### config.mk
export PLATFORM = sky130hd
export DESIGN_NAME = hypervisor_console_fifo_unit
export DESIGN_NICKNAME = d
export VERILOG_FILES = /design/src/sv/hcf_pkg.sv /design/src/sv/hcf_ram.sv /design/src/sv/hcf_pack.sv /design/src/sv/hypervisor_console_fifo_unit.sv
export SDC_FILE = /design/constraint.sdc
export NUM_CORES = 1
export LEC_CHECK = 0
export ABC_AREA = 0
export BUFFER_PORTS_ARGS = -buffer_cell sky130_fd_sc_hd__buf_2
export CAP_MARGIN = 20
export CORE_ASPECT_RATIO = 0.8
export CORE_MARGIN = 8
export CORE_UTILIZATION = 40
export DETAILED_ROUTE_END_ITERATION = 16
export SYNTH_ARGS = -nofsm -noshare
export SYNTH_HDL_FRONTEND = slang
export SYNTH_SLANG_ARGS = --single-unit
### constraint.sdc
create_clock -name clock -period 3.6 [get_ports clock]
set_input_delay 0.54 -clock clock [delete_from_list [all_inputs] [get_ports clock]]
set_output_delay 0.54 -clock clock [all_outputs]
set_load 0.02 [all_outputs]
### src/sv/hcf_pkg.sv
`timescale 1ns / 1ps

package hcf_pkg;

   localparam logic [1:0] FUNC_HOST = 2'd0;
   localparam logic [1:0] FUNC_GET  = 2'd1;
   localparam logic [1:0] FUNC_PUT  = 2'd2;

   localparam logic [4:0] XFER_MAX = 5'd16;
   localparam logic [7:0] CH_CR    = 8'h0D;
   localparam logic [7:0] CH_NUL   = 8'h00;
   localparam logic [4:0] FREE_SAT = 5'd31;

   typedef enum logic [1:0] {
      ST_IDLE  = 2'b01,
      ST_DRAIN = 2'b10
   } state_type;

   typedef struct packed {
      logic       clear;
      logic       push;
      logic [3:0] slot;
   } pack_ctl_type;

endpackage

### src/sv/hcf_ram.sv
`timescale 1ns / 1ps

module hcf_ram #(
   parameter int WIDTH = 8,
   parameter int DEPTH = 16
) (
   input  logic                     clock,
   input  logic                     wr_en,
   input  logic [$clog2(DEPTH)-1:0] wr_addr,
   input  logic [WIDTH-1:0]         wr_data,
   input  logic [$clog2(DEPTH)-1:0] rd_addr,
   output logic [WIDTH-1:0]         rd_data
);

   logic [WIDTH-1:0] mem [DEPTH];
   logic [WIDTH-1:0] rd_data_ff;

   always_ff @(posedge clock) begin
      if (wr_en) begin
         mem[wr_addr] <= wr_data;
      end
      rd_data_ff <= mem[rd_addr];
   end

   assign rd_data = rd_data_ff;

endmodule

### src/sv/hcf_pack.sv
`timescale 1ns / 1ps

module hcf_pack (
   input  logic                 clock,
   input  hcf_pkg::pack_ctl_type ctl,
   input  logic [7:0]           byte_in,
   output logic [63:0]          word_high,
   output logic [63:0]          word_low
);

   logic [127:0] word_ff;
   logic [127:0] word_in;

   always_comb begin
      word_in = word_ff;
      if (ctl.clear) begin
         word_in = '0;
      end else if (ctl.push) begin
         // slot 0 lands in the top byte: top bit is 127 - 8 * slot
         word_in[{~ctl.slot, 3'b111} -: 8] = byte_in;
      end
   end

   always_ff @(posedge clock) begin
      word_ff <= word_in;
   end

   assign word_high = word_ff[127:64];
   assign word_low  = word_ff[63:0];

endmodule

### src/sv/hypervisor_console_fifo_unit.sv
`timescale 1ns / 1ps
// Host byte, put and unused functions register their result; it shows in the cycle after accept.
// A get on an empty ring also answers in the cycle after accept; otherwise it enters the drain
// state and stays there until the transfer is full, the ring is empty or it stops before a zero
// held back after a carriage return, one ring read per cycle through the RAM read port.
// Throughput: busy is high only while a get drains; other items go back to back.
// Reset clears the ring pointers and fill count; ring contents are not cleared.
// Results are shown for one cycle on rsp_valid; the receiver cannot stall.

module hypervisor_console_fifo_unit #(
   parameter int RING_DEPTH = 16
) (
   input  logic        clock,
   input  logic        reset,
   input  logic        start,
   output logic        busy,
   input  logic [1:0]  req_func,
   input  logic [7:0]  req_rx_byte,
   input  logic [7:0]  req_put_count,
   input  logic [63:0] req_put_word_high,
   input  logic [63:0] req_put_word_low,
   output logic        rsp_valid,
   output logic        rsp_status,
   output logic        rsp_irq_pulse,
   output logic        rsp_byte_dropped,
   output logic [4:0]  rsp_free_space,
   output logic [4:0]  rsp_got_count,
   output logic [63:0] rsp_got_word_high,
   output logic [63:0] rsp_got_word_low,
   output logic        rsp_tx_valid,
   output logic [4:0]  rsp_tx_count,
   output logic [63:0] rsp_tx_word_high,
   output logic [63:0] rsp_tx_word_low
);

   localparam int AW = $clog2(RING_DEPTH);
   localparam int OW = $clog2(RING_DEPTH + 1);
   localparam logic [AW-1:0] LAST_ADDR = AW'(RING_DEPTH - 1);
   localparam logic [OW-1:0] DEPTH_OW  = OW'(RING_DEPTH);
   localparam logic [OW-1:0] ONE_OW    = OW'(1);

   hcf_pkg::state_type state_ff, state_in;
   logic [AW-1:0] wr_addr_ff, wr_addr_in;
   logic [AW-1:0] rd_addr_ff, rd_addr_in;
   logic [OW-1:0] used_ff, used_in;
   logic [4:0]    cnt_ff, cnt_in;
   logic          last_cr_ff, last_cr_in;

   logic        rsp_valid_ff, rsp_valid_in;
   logic        status_ff, status_in;
   logic        irq_ff, irq_in;
   logic        drop_ff, drop_in;
   logic [4:0]  free_ff, free_in;
   logic [4:0]  got_cnt_ff, got_cnt_in;
   logic        got_sel_ff, got_sel_in;
   logic        tx_valid_ff, tx_valid_in;
   logic [4:0]  tx_cnt_ff, tx_cnt_in;
   logic [63:0] tx_hi_ff, tx_hi_in;
   logic [63:0] tx_lo_ff, tx_lo_in;

   logic        accept;
   logic        ram_we;
   logic [7:0]  ram_rdata;
   logic        take;
   logic [OW-1:0]   free_full;
   logic [OW+4:0]   free_ext;
   logic [63:0] pack_hi, pack_lo;
   hcf_pkg::pack_ctl_type pack_ctl;

   assign accept = start && !busy;
   assign busy   = (state_ff != hcf_pkg::ST_IDLE);
   assign take   = !((cnt_ff != 5'd0) && last_cr_ff && (ram_rdata == hcf_pkg::CH_NUL));

   // free entries after this item, saturated to the port width
   assign free_full = DEPTH_OW - used_in;
   assign free_ext  = (OW + 5)'(free_full);
   assign free_in   = (free_ext > (OW + 5)'(hcf_pkg::FREE_SAT)) ? hcf_pkg::FREE_SAT
                                                                : free_ext[4:0];

   always_comb begin
      state_in     = state_ff;
      wr_addr_in   = wr_addr_ff;
      rd_addr_in   = rd_addr_ff;
      used_in      = used_ff;
      cnt_in       = cnt_ff;
      last_cr_in   = last_cr_ff;
      ram_we       = 1'b0;
      pack_ctl     = '0;
      rsp_valid_in = 1'b0;
      status_in    = 1'b0;
      irq_in       = 1'b0;
      drop_in      = 1'b0;
      got_cnt_in   = 5'd0;
      got_sel_in   = got_sel_ff;
      tx_valid_in  = 1'b0;
      tx_cnt_in    = 5'd0;
      tx_hi_in     = 64'd0;
      tx_lo_in     = 64'd0;

      unique case (state_ff)
         hcf_pkg::ST_IDLE: begin
            if (accept) begin
               got_sel_in = 1'b0;
               unique case (req_func)
                  hcf_pkg::FUNC_HOST: begin
                     rsp_valid_in = 1'b1;
                     if (used_ff == DEPTH_OW) begin
                        drop_in = 1'b1;
                     end else begin
                        irq_in     = (used_ff == '0);
                        ram_we     = 1'b1;
                        wr_addr_in = (wr_addr_ff == LAST_ADDR) ? '0 : wr_addr_ff + 1'b1;
                        used_in    = used_ff + ONE_OW;
                     end
                  end
                  hcf_pkg::FUNC_GET: begin
                     pack_ctl.clear = 1'b1;
                     cnt_in         = 5'd0;
                     last_cr_in     = 1'b0;
                     if (used_ff == '0) begin
                        rsp_valid_in = 1'b1;
                        got_sel_in   = 1'b1;
                     end else begin
                        state_in = hcf_pkg::ST_DRAIN;
                     end
                  end
                  hcf_pkg::FUNC_PUT: begin
                     rsp_valid_in = 1'b1;
                     if (req_put_count > 8'(hcf_pkg::XFER_MAX)) begin
                        status_in = 1'b1;
                     end else begin
                        tx_valid_in = 1'b1;
                        tx_cnt_in   = req_put_count[4:0];
                        tx_hi_in    = req_put_word_high;
                        tx_lo_in    = req_put_word_low;
                     end
                  end
                  default: begin
                     rsp_valid_in = 1'b1;
                  end
               endcase
            end
         end
         hcf_pkg::ST_DRAIN: begin
            if (take) begin
               pack_ctl.push = 1'b1;
               pack_ctl.slot = cnt_ff[3:0];
               cnt_in        = cnt_ff + 5'd1;
               last_cr_in    = (ram_rdata == hcf_pkg::CH_CR);
               rd_addr_in    = (rd_addr_ff == LAST_ADDR) ? '0 : rd_addr_ff + 1'b1;
               used_in       = used_ff - ONE_OW;
            end
            // stop on a held-back zero, a full transfer or an empty ring
            if (!take || (cnt_ff == hcf_pkg::XFER_MAX - 5'd1) || (used_ff == ONE_OW)) begin
               state_in     = hcf_pkg::ST_IDLE;
               rsp_valid_in = 1'b1;
               got_sel_in   = 1'b1;
               got_cnt_in   = cnt_in;
            end
         end
         default: begin
            state_in = hcf_pkg::ST_IDLE;
         end
      endcase
   end

   always_ff @(posedge clock) begin
      if (reset) begin
         state_ff     <= hcf_pkg::ST_IDLE;
         wr_addr_ff   <= '0;
         rd_addr_ff   <= '0;
         used_ff      <= '0;
         rsp_valid_ff <= 1'b0;
      end else begin
         state_ff     <= state_in;
         wr_addr_ff   <= wr_addr_in;
         rd_addr_ff   <= rd_addr_in;
         used_ff      <= used_in;
         rsp_valid_ff <= rsp_valid_in;
      end
   end

   always_ff @(posedge clock) begin
      cnt_ff      <= cnt_in;
      last_cr_ff  <= last_cr_in;
      status_ff   <= status_in;
      irq_ff      <= irq_in;
      drop_ff     <= drop_in;
      free_ff     <= free_in;
      got_cnt_ff  <= got_cnt_in;
      got_sel_ff  <= got_sel_in;
      tx_valid_ff <= tx_valid_in;
      tx_cnt_ff   <= tx_cnt_in;
      tx_hi_ff    <= tx_hi_in;
      tx_lo_ff    <= tx_lo_in;
   end

   hcf_ram #(
      .WIDTH (8),
      .DEPTH (RING_DEPTH)
   ) u_ring (
      .clock   (clock),
      .wr_en   (ram_we),
      .wr_addr (wr_addr_ff),
      .wr_data (req_rx_byte),
      .rd_addr (rd_addr_in),
      .rd_data (ram_rdata)
   );

   hcf_pack u_pack (
      .clock     (clock),
      .ctl       (pack_ctl),
      .byte_in   (ram_rdata),
      .word_high (pack_hi),
      .word_low  (pack_lo)
   );

   assign rsp_valid         = rsp_valid_ff;
   assign rsp_status        = status_ff;
   assign rsp_irq_pulse     = irq_ff;
   assign rsp_byte_dropped  = drop_ff;
   assign rsp_free_space    = free_ff;
   assign rsp_got_count     = got_cnt_ff;
   assign rsp_got_word_high = got_sel_ff ? pack_hi : 64'd0;
   assign rsp_got_word_low  = got_sel_ff ? pack_lo : 64'd0;
   assign rsp_tx_valid      = tx_valid_ff;
   assign rsp_tx_count      = tx_cnt_ff;
   assign rsp_tx_word_high  = tx_hi_ff;
   assign rsp_tx_word_low   = tx_lo_ff;

   a_used_bound: assert property (@(posedge clock) disable iff (reset)
      used_ff <= DEPTH_OW)
      else $error("ring fill count above depth");

   a_drain_count: assert property (@(posedge clock) disable iff (reset)
      (state_ff == hcf_pkg::ST_DRAIN) |-> (cnt_ff < hcf_pkg::XFER_MAX) && (used_ff != '0))
      else $error("drain running past its limit");

   a_empty_get: assert property (@(posedge clock) disable iff (reset)
      (accept && (req_func == hcf_pkg::FUNC_GET) && (used_ff == '0))
         |=> rsp_valid && (rsp_got_count == 5'd0) && !busy)
      else $error("get on empty ring did not answer at once");

   a_one_kind: assert property (@(posedge clock) disable iff (reset)
      (rsp_valid && (rsp_got_count != 5'd0)) |-> !rsp_tx_valid && !rsp_status && !rsp_irq_pulse)
      else $error("get beat carries fields of another function");

endmodule

==> impl_metrics.csv, run 1 <==
group,metric,value,unit
sta,fin_setup_tns,0,ns
sta,min_period_over_period,0.892,
worst_setup_path,largest_stage_delay_worst_path,0.69,ns
finish,num-nets-final,2061,
finish,final_cell_area,20700,um2
clock_tree,tritoncts,"yes",
worst_setup_path,crit_path_cell_trace,"or4b_4 -> o41ai_4 -> buf_4 -> mux2i_1 -> o41ai_4 -> a221oi_1 -> o21ai_0 -> nand3_1",
power,combPwrFrac,0.109,
status,run_status,"finished clean",
worst_setup_path,worst_ep_required_time,4.09,ns
clock_tree,cts_max_path_buffers,3,
worst_setup_path,startpoint_type,"flop",
clock_tree,numCtsBuffers,45,
route,routed_wire_length_per_instance,20.1,um
logic_synthesis,postSynthCellCount,1480,
route,routed-via-count,12200,
finish,footprint_of_the_flip_flops_and_latches,10000,um2
sta,final.min_clock_period,3.21,ns
sta,final-setup-viol-count,0,
power,p_seq_frac,0.473,
clock_tree,cts_setup_buffers,0,
sta,final_worst_clock_skew,0.0177,ns
power,switching_power,2.84,mW
clock_tree,clk_pin_slew,0.06,ns
route,firstDrtPassIters,7,
placement,port_buffers,425,
worst_setup_path,rrSetupSlack,0.39,ns
placement,placed_area,19200,um2
global_route,gr-usage-all-layers,0.199,
clock_tree,ctsHoldBuffers,0,
clock_tree,clock_insertion_delay_at_the_later_pin_of_the_skew_report,0.56,ns
finish,multi_input_comb_area,5870,um2
logic_synthesis,post_synth_num_cell_types,61,
floorplan,die_width,242,um
sta,hold_viol,0,
sta,tightest_slew,1.03,ns
placement,place.gp.congestion,0.832,
worst_hold_path,worst_hold_path_type,"primary input to flop",
sta,rsz0062_at_grt,"false",
logic_synthesis,synthArstFlopShare,0,
power,p_per_area,540,nW/um2
floorplan,pin_count,426,
route,ant_nets,0,
floorplan,core.rowCount,66,
clock_tree,clock_sink_count,434,
logic_synthesis,syn_avg_cell_area,11.1,um2
power,leak_pwr,9.37,nW
global_route,first_global_vias,12300,
logic_synthesis,ys_warn_count,0,
route,drt-initial-drc-count,876,
route,remaining_drc_errors,0,
logic_synthesis,yosys_most_used_dff,"sky130_fd_sc_hd__dfxtp_1",
finish,drive_gt1_frac,0.297,
worst_setup_path,wp_data_arrival,3.71,ns
finish,filler_free_cell_count_of_the_finished_design,2475,
logic_synthesis,portion_of_the_post_synthesis_area_used_by_sequential_elements,0.613,
logic_synthesis,flops_latches_synth,434,
flow_run,max-cap-violations,0,
floorplan,core,40500,um2
worst_setup_path,critical_path.most_common_cell,"sky130_fd_sc_hd__o41ai_4",
power,internal_power,8.31,mW
worst_setup_path,timing.critical_path.to_type,"flop",
logic_synthesis,syn-cell-area,16400,um2
sta,fin_hold_ws,0.171,ns
route,wl,49800,um
finish,fillers,3678,
clock_tree,cts_resized,0,
floorplan,design.die.area,47700,um2
worst_setup_path,slowest_stage,"sky130_fd_sc_hd__o41ai_4",
sta,achievable-frequency,311,MHz
global_route,antenna_violations_before_repair,1,
worst_setup_path,criticalPathCategory,"flop to flop",
global_route,grt_first_pass_wirelength,74600,um
logic_synthesis,synth_edf_count,135,
clock_tree,master_cell_of_the_clock_root_buffer,"sky130_fd_sc_hd__clkbuf_16",
global_route,grt_overflow,0,
global_route,maximum_number_of_pins_on_one_net_before_global_route_repair,129,
sta,final_slew_violations,0,
power,clockPowerShare,0.418,
sta,worst_slew_margin_rel,0.313,
placement,dp_hpwl,35300,um
finish,final_cell_mix,"sky130_fd_sc_hd__buf_2 (425), sky130_fd_sc_hd__dfxtp_1 (299), sky130_fd_sc_hd__and2_1 (264)",
worst_setup_path,crit_fanout,16,
placement,place.detailed.instances,2392,
power,vdd_drop_max,0.000418,V
power,sw_frac_of_total,0.255,
clock_tree,htree_num_levels,2,
floorplan,die_height,197,um
floorplan,initial_utilization,0.404,
logic_synthesis,synth_nets,1646,
finish,final_common_cell,"sky130_fd_sc_hd__buf_2",
route,route.detailed.vias_per_inst,4.91,
finish,growth_of_design_area_from_synthesis_to_finish,26.1,%
==> critical path, delay by kind of cell (launching register included) <==
family,cells,cell delay (ns)
AOI/OAI and AO/OA,4,1.55
and+or+nand+nor,2,0.68
muxes,1,0.31
DFF,1,0.31
buffers and inverters,1,0.30
==> cell families (layout without fill, tap and decap cells) <==
group                    Yosys count  after routing  synth area share
AO/OA/AOI/OAI                    150            150            0.0591
XOR/XNOR                           9              9           0.00481
adder cells (fa/ha/maj)           17             17            0.0130
buffers and inverters            121            571            0.0325
flip-flops                       434            434             0.613
multiplexers                     124            124            0.0779
other                              0              1                 0
AND/OR/NAND/NOR                  625            625             0.200
==> state kept, by name (all words and copies together) (netlist names), 5 cells and up <==
name / count
rsp_free_space: 5
used_ff: 5
u_pack.word_ff: 128
rsp_got_count: 5
rsp_tx_word_high: 64
u_ring.rd_data: 8
rsp_tx_count: 5
u_ring.mem: 128
rsp_tx_word_low: 64
cnt_ff: 5
==> per-layer routing <==
layer / vias up / wire, um / global-route usage
met1: 5727 / 21800 / 0.257
met5: - / 0 / 0
met4: 0 / 984 / 0.0535
met3: 63 / 4300 / 0.0653
li1: 5897 / - / -
met2: 463 / 22700 / 0.319
==> final cells by class <==
class                           count  share of cell area
Timing Repair Buffer              471               0.122
Multi-Input combinational cell    925               0.284
Tap cell                          544              0.0329
Antenna cell                        1            0.000121
Clock buffer                       63              0.0622
Sequential cell                   434               0.486
Clock inverter                     19             0.00969
Inverter                           18             0.00327
==> power groups by stage <==
| stage | sequential (mW) | combinational (mW) | clock [mW] |
|---|---|---|---|
| 6_report | 5.27 | 1.21 | 4.67 |
| 3_5_place_dp | 5.38 | 1.22 | 0 |
| 4_1_cts | 5.28 | 1.22 | 4.79 |
| 2_1_floorplan | 5.39 | 0.736 | 0 |
| 3_3_place_gp | 5.38 | 1.19 | 0 |
| 5_1_grt | 5.29 | 1.33 | 4.97 |
==> cells in the mapped netlist, drive strengths merged, types with 19 or more instances <==
library cell  instances  area, um2
mux2                 19        221
nand4                21        131
clkbuf               71        270
nor2                 96        363
dfxtp               299       5990
edfxtp              135       4050
mux2i               105       1050
nand3                70        350
nand2               131        492
and2                264       1650
a21oi                85        429
buf                  32        195
==> final timing paths <==
check,from,end,depth (start not counted)
worst min register to register,u_pack.word_ff[7],u_pack.word_ff[7],2
worst max-delay path,u_ring.rd_data[2],u_ring.rd_data[3],8
worst max register to register,u_ring.rd_data[2],u_ring.rd_data[3],8
worst min-delay path,req_put_word_low[12],rsp_tx_word_low[12],2
==> metrics by stage <==
stage / utilization / setup WS, ns / power [mW]
2_1_floorplan: - / 0.563 / 6.13
3_5_place_dp: 0.473 / 0.388 / 6.60
4_1_cts: 0.510 / 0.370 / 11.3
5_1_grt: 0.510 / 0.165 / 11.6
6_report: 0.510 / 0.388 / 11.2
3_3_place_gp: 0.473 / 0.443 / 6.57
Power figures use the tool's default switching activity.
==> inputs of run 2 (changes only) <==
HOLD_SLACK_MARGIN = 0.02   (was default)
clock period = 3.28 ns   (was 3.6 ns; I/O delays follow)
==> run 2 against run 1 <==
Net effect:
- clock power rose by 4.5%
- count of clock-buffer cells in the layout rose by 5
- largest cell class unchanged
- register-to-register slack got worse by 0.32 ns
- first-iteration DRC count fell by 22%
- fmax rose by 0.12%
- setup slack got worse by 0.32 ns
- sequential share of layout area fell by 0.33 points
- critical path depth rose by 1
- sequential power rose by 11%
- clock skew rose by 0.0097 ns
- non-clock buffer count rose by 14
==> impl_metrics.csv, run 2 (synthesized netlist as in run 1, its figures left out) <==
group,metric,value,unit
status,run_status,"finished clean",
route,route.detailed.vias_per_inst,4.92,
worst_setup_path,worst_r2r_endpoint,"u_ring.rd_data[1]",
placement,port_buffers,425,
floorplan,core.rowCount,66,
worst_hold_path,worstHoldEndpoint,"rsp_tx_word_low[22]",
placement,dp_hpwl,35500,um
clock_tree,tritoncts,"yes",
worst_setup_path,criticalPathCategory,"flop to flop",
global_route,antenna_violations_before_repair,3,
power,p_per_area,580,nW/um2
sta,worst_slew_margin_rel,0.458,
finish,final_cell_mix,"sky130_fd_sc_hd__buf_2 (425), sky130_fd_sc_hd__dfxtp_1 (299), sky130_fd_sc_hd__and2_1 (264)",
route,routed_wire_length_per_instance,19.8,um
worst_hold_path,worst_hold_path_type,"primary input to flop",
finish,layout.core_utilization,0.513,
worst_setup_path,reg_to_reg_critical_path_startpoint,"u_ring.rd_data[2]",
finish,largest_registers,"u_pack.word_ff: 128 flops, u_ring.mem: 128 flops",
route,firstDrtPassIters,5,
floorplan,design.die.area,47700,um2
floorplan,die_width,242,um
sta,final_worst_clock_skew,0.0273,ns
clock_tree,ctsHoldBuffers,0,
clock_tree,numCtsBuffers,44,
global_route,grt_first_pass_wirelength,73200,um
global_route,first_global_vias,11900,
clock_tree,master_cell_of_the_clock_root_buffer,"sky130_fd_sc_hd__clkbuf_16",
floorplan,core,40500,um2
power,leak_pwr,9.43,nW
route,wl,49300,um
worst_setup_path,startpoint_type,"flop",
clock_tree,clk_pin_slew,0.06,ns
worst_setup_path,worst_ep_required_time,3.76,ns
worst_setup_path,rrSetupSlack,0.07,ns
route,ant_nets,0,
worst_setup_path,slowest_stage,"sky130_fd_sc_hd__or4b_4",
global_route,gr-usage-all-layers,0.196,
route,remaining_drc_errors,0,
sta,tightest_slew,0.812,ns
worst_setup_path,crit_path_cell_trace,"or4b_4 -> o41ai_4 -> buf_4 -> mux2i_4 -> buf_12 -> mux2i_1 -> a221oi_1 -> o211ai_1 -> nand3_1",
sta,final-setup-viol-count,0,
floorplan,pin_count,426,
finish,num-nets-final,2074,
floorplan,initial_utilization,0.404,
worst_setup_path,timing.critical_path.to_type,"flop",
floorplan,die_height,197,um
sta,hold_viol,0,
clock_tree,htree_num_levels,2,
sta,fin_setup_tns,0,ns
clock_tree,clock_sink_count,434,
global_route,grt_overflow,0,
global_route,maximum_number_of_pins_on_one_net_before_global_route_repair,68,
sta,rsz0062_at_grt,"false",
finish,final_common_cell,"sky130_fd_sc_hd__buf_2",
power,vdd_drop_max,0.000388,V
placement,place.gp.congestion,0.821,
sta,achievable-frequency,312,MHz
worst_setup_path,timing.reg2reg.worst_path_depth,9,
finish,growth_of_design_area_from_synthesis_to_finish,27.0,%
clock_tree,clock_insertion_delay_at_the_later_pin_of_the_skew_report,0.56,ns
sta,min_period_over_period,0.978,
route,routed-via-count,12200,
finish,drive_gt1_frac,0.301,
route,drt-initial-drc-count,685,
clock_tree,cts_max_path_buffers,3,
flow_run,max-cap-violations,0,
worst_setup_path,wp_data_arrival,3.69,ns
worst_setup_path,largest_stage_delay_worst_path,0.56,ns
worst_hold_path,hold_path.startpoint,"req_put_word_low[22]",
sta,final.min_clock_period,3.21,ns
worst_hold_path,hold_depth,2,
sta,final_slew_violations,0,
worst_setup_path,crit_fanout,63,
## run 2: changes by cell type in the layout (fill, tap and decap cells not counted), sizes merged
cell      previous run  this run
clkbuf              63        68
clkinv               9         7
bufinv               3         0
buf                471       485
inv                 22        21
clkinvlp             3         1
diode                1         2
## run 2: layout make-up
| cell class | instances | area, um2 |
|---|---|---|
| multi-input cells | 925 | 5880 |
| inverters | 18 | 67.6 |
| repair buffers | 485 | 2720 |
| flip-flops and latches | 434 | 10000 |
| clock inverters | 11 | 92.6 |
| well taps | 544 | 681 |
| diodes | 2 | 5.00 |
| clock buffers | 68 | 1320 |
| fillers | 3703 | 19700 |
## run 2: per-layer routing
| layer | part of all wire | GRT usage | vias to the layer above | routed length, um |
|---|---|---|---|---|
| met2 | 0.46 | 0.314 | 504 | 22600 |
| met1 | 0.43 | 0.248 | 5775 | 21000 |
| met5 | 0.00016 | 0 | - | 8 |
| met4 | 0.022 | 0.0578 | 2 | 1080 |
| li1 | - | - | 5896 | - |
| met3 | 0.095 | 0.0711 | 63 | 4690 |
## run 2: power by group
group	switching [mW]	leakage [nW]	internal (mW)	total, mW
clock network	2.09	0.697	2.79	4.88
registers	0.123	3.63	5.70	5.83
logic	0.888	5.10	0.478	1.37
total	3.10	9.43	8.97	12.1
## run 2: repair_timing
action                                  CTS  global route
setup buffers                             0             1
endpoints found under the setup margin    0            24
resized for setup                         0             3
## run 2: how the worst max path moves through the flow
stage | start | to | depth (start not counted)
3_3_place_gp | u_ring.rd_data[2] | u_ring.rd_data[1] | 9
6_report | u_ring.rd_data[2] | u_ring.rd_data[1] | 9
3_5_place_dp | u_ring.rd_data[2] | u_ring.rd_data[1] | 9
5_1_grt | cnt_ff[1] | u_pack.word_ff[32] | 11
2_1_floorplan | u_ring.rd_data[2] | u_pack.word_ff[24] | 10
4_1_cts | u_ring.rd_data[2] | u_ring.rd_data[1] | 9
## run 2: through the flow
step / instances / setup WS [ns] / instance area (um2) / total power [mW] / hold slack, ns
after floorplan: 1480 / 0.243 / 16400 / 6.73 / 0.432
final: 2487 / 0.0716 / 20800 / 12.1 / 0.121
after global routing: 2487 / 0.000522 / 20800 / 12.6 / 0.0967
after CTS: 2484 / 0.122 / 20800 / 12.2 / 0.0906
after global placement: 2405 / 0.198 / 19300 / 7.29 / 0.438
after detailed placement: 2405 / 0.163 / 19300 / 7.31 / 0.443
## run 2: critical path: cells and delay by family (launching register included)
family                 cells  cell delay, ns
AOI/OAI and AO/OA          3            1.04
and+or+nand+nor            2            0.69
buffers and inverters      2            0.63
muxes                      2            0.41
DFF                        1            0.31
